`config.mk`:
```
export PLATFORM = sky130hd
export DESIGN_NAME = mpfb_byte_gen
export DESIGN_NICKNAME = d
export VERILOG_FILES = /design/src/hdl/mpfb_pkg.sv /design/src/hdl/mpfb_byte_gen.sv
export SDC_FILE = /design/constraint.sdc
export NUM_CORES = 1
export LEC_CHECK = 0
export BUFFER_PORTS_ARGS = -buffer_cell sky130_fd_sc_hd__buf_2
export CAP_MARGIN = 20
export CELL_PAD_IN_SITES_DETAIL_PLACEMENT = 1
export CELL_PAD_IN_SITES_GLOBAL_PLACEMENT = 1
export CORE_MARGIN = 1
export CORE_UTILIZATION = 35
export DETAILED_ROUTE_END_ITERATION = 6
export GPL_ROUTABILITY_DRIVEN = 0
export PLACE_DENSITY = 0.9
export SYNTH_ARGS = -nofsm -noshare
export SYNTH_HDL_FRONTEND = slang
export SYNTH_SLANG_ARGS = --single-unit
```
`constraint.sdc`:
```
create_clock -name vclk -period 1.85
set_input_delay 0.0925 -clock vclk [all_inputs]
set_output_delay 0.0925 -clock vclk [all_outputs]
set_load 0.01 [all_outputs]
```
`src/hdl/mpfb_pkg.sv`:
```
// Shared types, constants and the digit glyph table of the page-mode framebuffer draw unit.
`timescale 1ns / 1ps

package mpfb_pkg;

   // Default panel geometry
   localparam int FB_WIDTH_DEF  = 128;
   localparam int FB_HEIGHT_DEF = 64;

   // Glyph geometry and accepted character range
   localparam int         GLYPH_COLS = 6;
   localparam logic [7:0] CODE_ZERO  = 8'h30;
   localparam logic [7:0] CODE_NINE  = 8'h39;

   // Command kinds
   localparam logic [1:0] KIND_CLEAR = 2'd0;
   localparam logic [1:0] KIND_DIGIT = 2'd1;
   localparam logic [1:0] KIND_BAR   = 2'd2;
   localparam logic [1:0] KIND_READ  = 2'd3;

   // Sequencer states
   typedef enum logic [2:0] {
      ST_WIPE,
      ST_IDLE,
      ST_LOOK,
      ST_MERGE,
      ST_FETCH,
      ST_DONE
   } state_type;

   // Current position of the column/page walk
   typedef struct packed {
      logic       is_digit;
      logic [3:0] digit;
      logic [5:0] page;
      logic [7:0] col;
      logic [7:0] x;
      logic [8:0] y_lo;
      logic [8:0] y_hi;
   } walk_type;

   // Byte produced for the current walk position
   typedef struct packed {
      logic       page_ok;
      logic       in_range;
      logic [7:0] bits;
   } hit_type;

   // One 6x8 glyph column, bit 0 is the top row
   function automatic logic [7:0] glyph_col(input logic [3:0] digit, input logic [2:0] col);
      logic [47:0] row;
      logic [7:0]  res;
      case (digit)
         4'd0:    row = 48'h00_3E_45_49_51_3E;
         4'd1:    row = 48'h00_00_40_7F_42_00;
         4'd2:    row = 48'h00_46_49_51_61_42;
         4'd3:    row = 48'h00_31_4B_45_41_21;
         4'd4:    row = 48'h00_10_7F_12_14_18;
         4'd5:    row = 48'h00_39_45_45_45_27;
         4'd6:    row = 48'h00_30_49_49_4A_3C;
         4'd7:    row = 48'h00_03_05_09_71_01;
         4'd8:    row = 48'h00_36_49_49_49_36;
         4'd9:    row = 48'h00_1E_29_49_49_06;
         default: row = 48'h0;
      endcase
      if (int'(col) < GLYPH_COLS) begin
         res = row[{col, 3'b000} +: 8];
      end else begin
         res = 8'h00;
      end
      return res;
   endfunction

endpackage

```
`src/hdl/mpfb_byte_gen.sv`:
```
// Address and bit pattern generator for one framebuffer byte of a glyph or bar walk.
`timescale 1ns / 1ps

module mpfb_byte_gen
   import mpfb_pkg::*;
#(
   parameter int  FB_WIDTH  = FB_WIDTH_DEF,
   parameter int  FB_HEIGHT = FB_HEIGHT_DEF,
   localparam int FB_BYTES  = FB_WIDTH * FB_HEIGHT / 8,
   localparam int PAGES     = FB_HEIGHT / 8,
   localparam int ADDR_W    = $clog2(FB_BYTES),
   localparam int IDX_W     = $clog2(64 * FB_WIDTH + 512)
) (
   input  walk_type            walk,
   output hit_type             hit,
   output logic [ADDR_W-1:0]   addr
);

   logic [IDX_W-1:0] idx;
   logic [7:0]       bar_bits;
   logic [7:0]       glyph_bits;

   // Linear byte index: page * width + x + column, no wrap
   assign idx = IDX_W'(walk.page) * IDX_W'(FB_WIDTH) + IDX_W'(walk.x) + IDX_W'(walk.col);

   // Bar rows of this page that fall inside [y_lo, y_hi)
   always_comb begin
      logic [8:0] row;
      row = 9'd0;
      for (int b = 0; b < 8; b++) begin
         row         = {walk.page, 3'(b)};
         bar_bits[b] = (row >= walk.y_lo) && (row < walk.y_hi);
      end
   end

   // Glyph column shifted down inside its page, overflow dropped
   assign glyph_bits = glyph_col(walk.digit, walk.col[2:0]) << walk.y_lo[2:0];

   assign hit.page_ok  = int'(walk.page) < PAGES;
   assign hit.in_range = idx < IDX_W'(FB_BYTES);
   assign hit.bits     = walk.is_digit ? glyph_bits : bar_bits;
   assign addr         = idx[ADDR_W-1:0];

endmodule

```
# --- Word-level counts from Yosys, hierarchy flattened ---
# Memories as Yosys holds them, arrays and structs flattened.
# Index checks and enable logic that the tools add are counted.
word_totals:
  input_bits: 45
  mem_bits_ro: 560
  wordCells: 34
  out_inout_bits: 20
  latch_bits: 0
  ram_bits: 0
  memories: 1
  ff_bits: 0
memory_table:
  columns: ["memory", "words", "width", "rd", "rd_clocked_by_memory_dff", "wr", "line", "text"]
  rows:
  - ["(name not given)", 16, 35, 1, 0, 0, "mpfb_pkg.sv:53", "case (digit)"]
op_classes:
  n_bitwise: 0
  n_mul: 0
  shift: 2
  n_mux: 2
  reduce_logical: 8
  order_cmp: 19
  n_addsub: 2
  eq_ne: 0
  n_div: 0
op_table:
  columns: ["cell", "n"]
  rows:
  - [">= comparator 9 bit", 8]
  - ["< comparator 9 bit", 8]
  - ["variable part select 48 x 7 -> 8 bit", 1]
  - ["two-way mux 8 bit", 2]
  - ["adder 13 x 8 -> 14 bit", 1]
  - ["adder 14 x 8 -> 14 bit", 1]
  - ["< comparator 14 x 11 -> 1 bit (second input constant)", 1]
  - ["logical AND 1 bit", 8]
  - ["<< shifter 8 x 3 -> 8 bit", 1]
  - ["< comparator 6 x 4 -> 1 bit (second input constant)", 1]
  - ["< comparator 3 bit (second input constant)", 1]

# --- Logic depth before layout (Yosys ltp) ---
# An unclocked memory read counts as a cell.
logic_depth:
  depth_word: 5
  ltp_mapped: 10

# --- Worst setup path after synthesis ---
# Ideal clock, no wire load.
synth_path:
  path_kind: "input to output"
  from: "input port walk[19] (netlist name)"
  to: "output port hit[8] (netlist name)"
  setup_slack_ps: -234
  required_time_ps: 1757
  cell_stages: 10
  arrival_time_ps: 1992
  cell_sequence: "ha_1 ha_1 inv_1 fa_1 nor2b_1 o21a_1 o21ai_1 a21oi_1 or3_1 o31ai_1"
synth_lines:
  columns: ["item", "line", "text"]
  rows:
  - ["start, declared", "mpfb_byte_gen.sv:14", "input walk_type walk,"]
  - ["end, declared", "mpfb_byte_gen.sv:15", "output hit_type hit,"]

==> impl_metrics.yaml <==
grt:
  grt_overflow_total: 0
  global_route_wire_length_before_repair_um: 19700
  grt_antenna_before_repair: 1
  first_global_vias: 3537
  grt_start_max_net_pins: 27
  grtUsageTotal_pct: 40.1
cts:
  cts.hold.buffers_added: 0
floorplanning:
  io_pins: 65
  die_h_um: 80.7
  fp.dieW_um: 80.7
  fp-row-count: 28
  floorplan.core_area_sq_um: 5960
  floorplan.initialDensity_pct: 36.4
  design.die.area_sq_um: 6510
sta:
  tightestPinTransition_ps: 536
  max_slew_margin_pct: 64.2
  timing.final.crit_period_ps: 2340
  postLayoutSetupSlackWorst_ps: -492
  timing_max_transition_violations_final: 0
  setup_total_negative_slack_ps: -4020
  grt_setup_unrepaired: "true"
  hold_viol: 0
  max_freq_ghz: 0.427
  setup_viol: 12
  ratio_of_final_minimum_period_to_clock_period_pct: 127
synthesis:
  syn-instance-count: 308
  yosys_warnings: 0
  syn-num-nets: 393
  seq_area_frac_synth_pct: 0
  synthesis.area_per_instance_sq_um: 7.04
  netlist-cell-type-count: 62
  synthesis.area_sq_um: 2170
finish:
  seq_cell_count: 0
  final_cells: 517
  most-common-layout-cells: "68 x sky130_fd_sc_hd__buf_4, 56 x sky130_fd_sc_hd__buf_2, 24 x sky130_fd_sc_hd__inv_1, 21 x sky130_fd_sc_hd__nand2_1, 18 x sky130_fd_sc_hd__ha_4"
  layout_commonest_cell: "sky130_fd_sc_hd__buf_4"
  drive_gt1_share_pct: 54.9
  layout.area.seq_sq_um: 0
  nets: 528
  n_clock_buffer: 0
  fillCellCount: 688
  syn_to_final_growth_pct: 78.1
pwr:
  power.static_leakage_nw: 1.74
  vdd_ir_drop_max_uv: 239
  powerDensity_nw_per_um2: 349
  totalPowerFinal_mw: 1.35
worst_setup_path:
  crit_path_start: "walk[42]"
  crit_path_cell_trace: "buf_2, inv_2, ha_4, nand3_1, o21ai_0, o311ai_2, o31ai_2, a221o_1, a211o_1, buf_6"
  worst-path-stages: 10
  worst_ep_required_time_ps: 1760
  max_incr_delay_on_cp_ps: 360
  worstSetupStartpointType: "input port"
  critical_path_class: "input port to primary output"
  worstSetupEndpoint: "hit[4]"
  crit_path_max_fanout: 7
  timing.critical_path.max_delay_family: "compound AO/OA/AOI/OAI gates"
  worstPathBufferInverterCount: 3
  cp-end-kind: "primary output"
  worst_path_max_delay_cell: "sky130_fd_sc_hd__a221o_1"
  critical_path_arrival_ps: 2250
run_status:
  violated_checks: "setup timing"
  status: "finished with violations"
placement:
  numPlacedInstances: 495
  placement.io_buffers: 65
  detailedPlacementHpwl_um: 7630
  dp_worst_setup_slack_ps: -459
drt:
  first_pass_iters: 5
  vias: 3663
  postRouteAntennaNets: 0
  finalWirelength_um: 15600
  routed_wire_length_per_instance_um: 30.2
  drc_errors: 0
  mean_number_of_vias_per_cell: 7.09
  first_iter_violations: 382
hold_path:
  holdCritPathClass: "input port to primary output"
run:
  drv_cap: 0
-- metrics by stage --
stage          instance area, sq um  hold slack [ps]  util (%)
4_1_cts                        3550              548      59.6
3_5_place_dp                   3050              519      51.1
5_1_grt                        3860              566      64.8
6_report                       3860              558      64.8
3_3_place_gp                   3050              530      51.1
2_1_floorplan                  2250              239         -
-- area by class of cell --
cell class                 count  area (sq um)  share of cell area, %
antenna                        1          2.50                 0.0648
inverter                      33           131                   3.40
multi-input combinational    261          2550                   66.2
tap                           75          93.8                   2.43
timing repair buffer         147          1080                   27.9
-- metal layers --
metal	wire, um	share of wire [%]	up-vias	track usage [%]
li1	-	-	1412	-
met1	5440	35	1733	43.4
met3	1690	11	138	7.84
met2	7120	46	380	72.0
met4	1350	8.7	0	22.9
met5	0	0	-	0
-- power breakdown --
group	internal [mW]	switching (mW)
Clock	0.0000000723	0
Combinational	0.607	0.738
Sequential	0	0
-- cells in the mapped netlist (4+ instances only) --
cell	number	area share, %
sky130_fd_sc_hd__ha_1	38	22
sky130_fd_sc_hd__inv_1	31	5.4
sky130_fd_sc_hd__nand2_1	23	4.0
sky130_fd_sc_hd__a21oi_1	21	4.8
sky130_fd_sc_hd__nor2_1	18	3.1
sky130_fd_sc_hd__o21ai_0	13	3.0
sky130_fd_sc_hd__nand2b_1	9	2.6
sky130_fd_sc_hd__nand3_1	8	1.8
sky130_fd_sc_hd__nor2b_1	8	2.3
sky130_fd_sc_hd__nor3_1	8	1.8
sky130_fd_sc_hd__o211ai_1	8	2.8
sky130_fd_sc_hd__xnor2_1	8	3.2
sky130_fd_sc_hd__mux2i_1	7	3.2
sky130_fd_sc_hd__or2_2	7	2.0
sky130_fd_sc_hd__a31oi_1	5	1.4
sky130_fd_sc_hd__buf_2	5	1.2
sky130_fd_sc_hd__or3_1	5	1.4
sky130_fd_sc_hd__clkbuf_1	4	0.69
sky130_fd_sc_hd__o211a_1	4	1.8
sky130_fd_sc_hd__o221ai_1	4	1.6
sky130_fd_sc_hd__o31ai_1	4	1.4
-- logic make-up after synthesis --
| kind of cell | count (synthesis) | share of synthesized area (%) |
|---|---|---|
| and+or+nand+nor | 107 | 26.5 |
| AOI/OAI and AO/OA | 99 | 33.2 |
| buffers and inverters | 47 | 10.0 |
| adders and majority gates | 40 | 23.8 |
| xor gates and xnor gates | 8 | 3.23 |
| muxes | 7 | 3.23 |
-- how the worst min path moves through the flow --
stage,start,endpoint,slack (ps),cells after the start
finish,walk[18],addr[0],560,3
global route,walk[18],addr[0],570,3
CTS,walk[18],addr[0],550,3
detailed placement,walk[26],addr[0],520,3
global placement,walk[18],addr[0],530,3
floorplan,walk[37],hit[9],240,1
-- what timing repair did --
item,CTS,global route
gates resized for setup,82,40
setup buffers,10,11
setup endpoints to repair,13,12
gates cloned,0,0
pin swaps,48,24
Note: power is estimated with default switching activity, not from simulation.
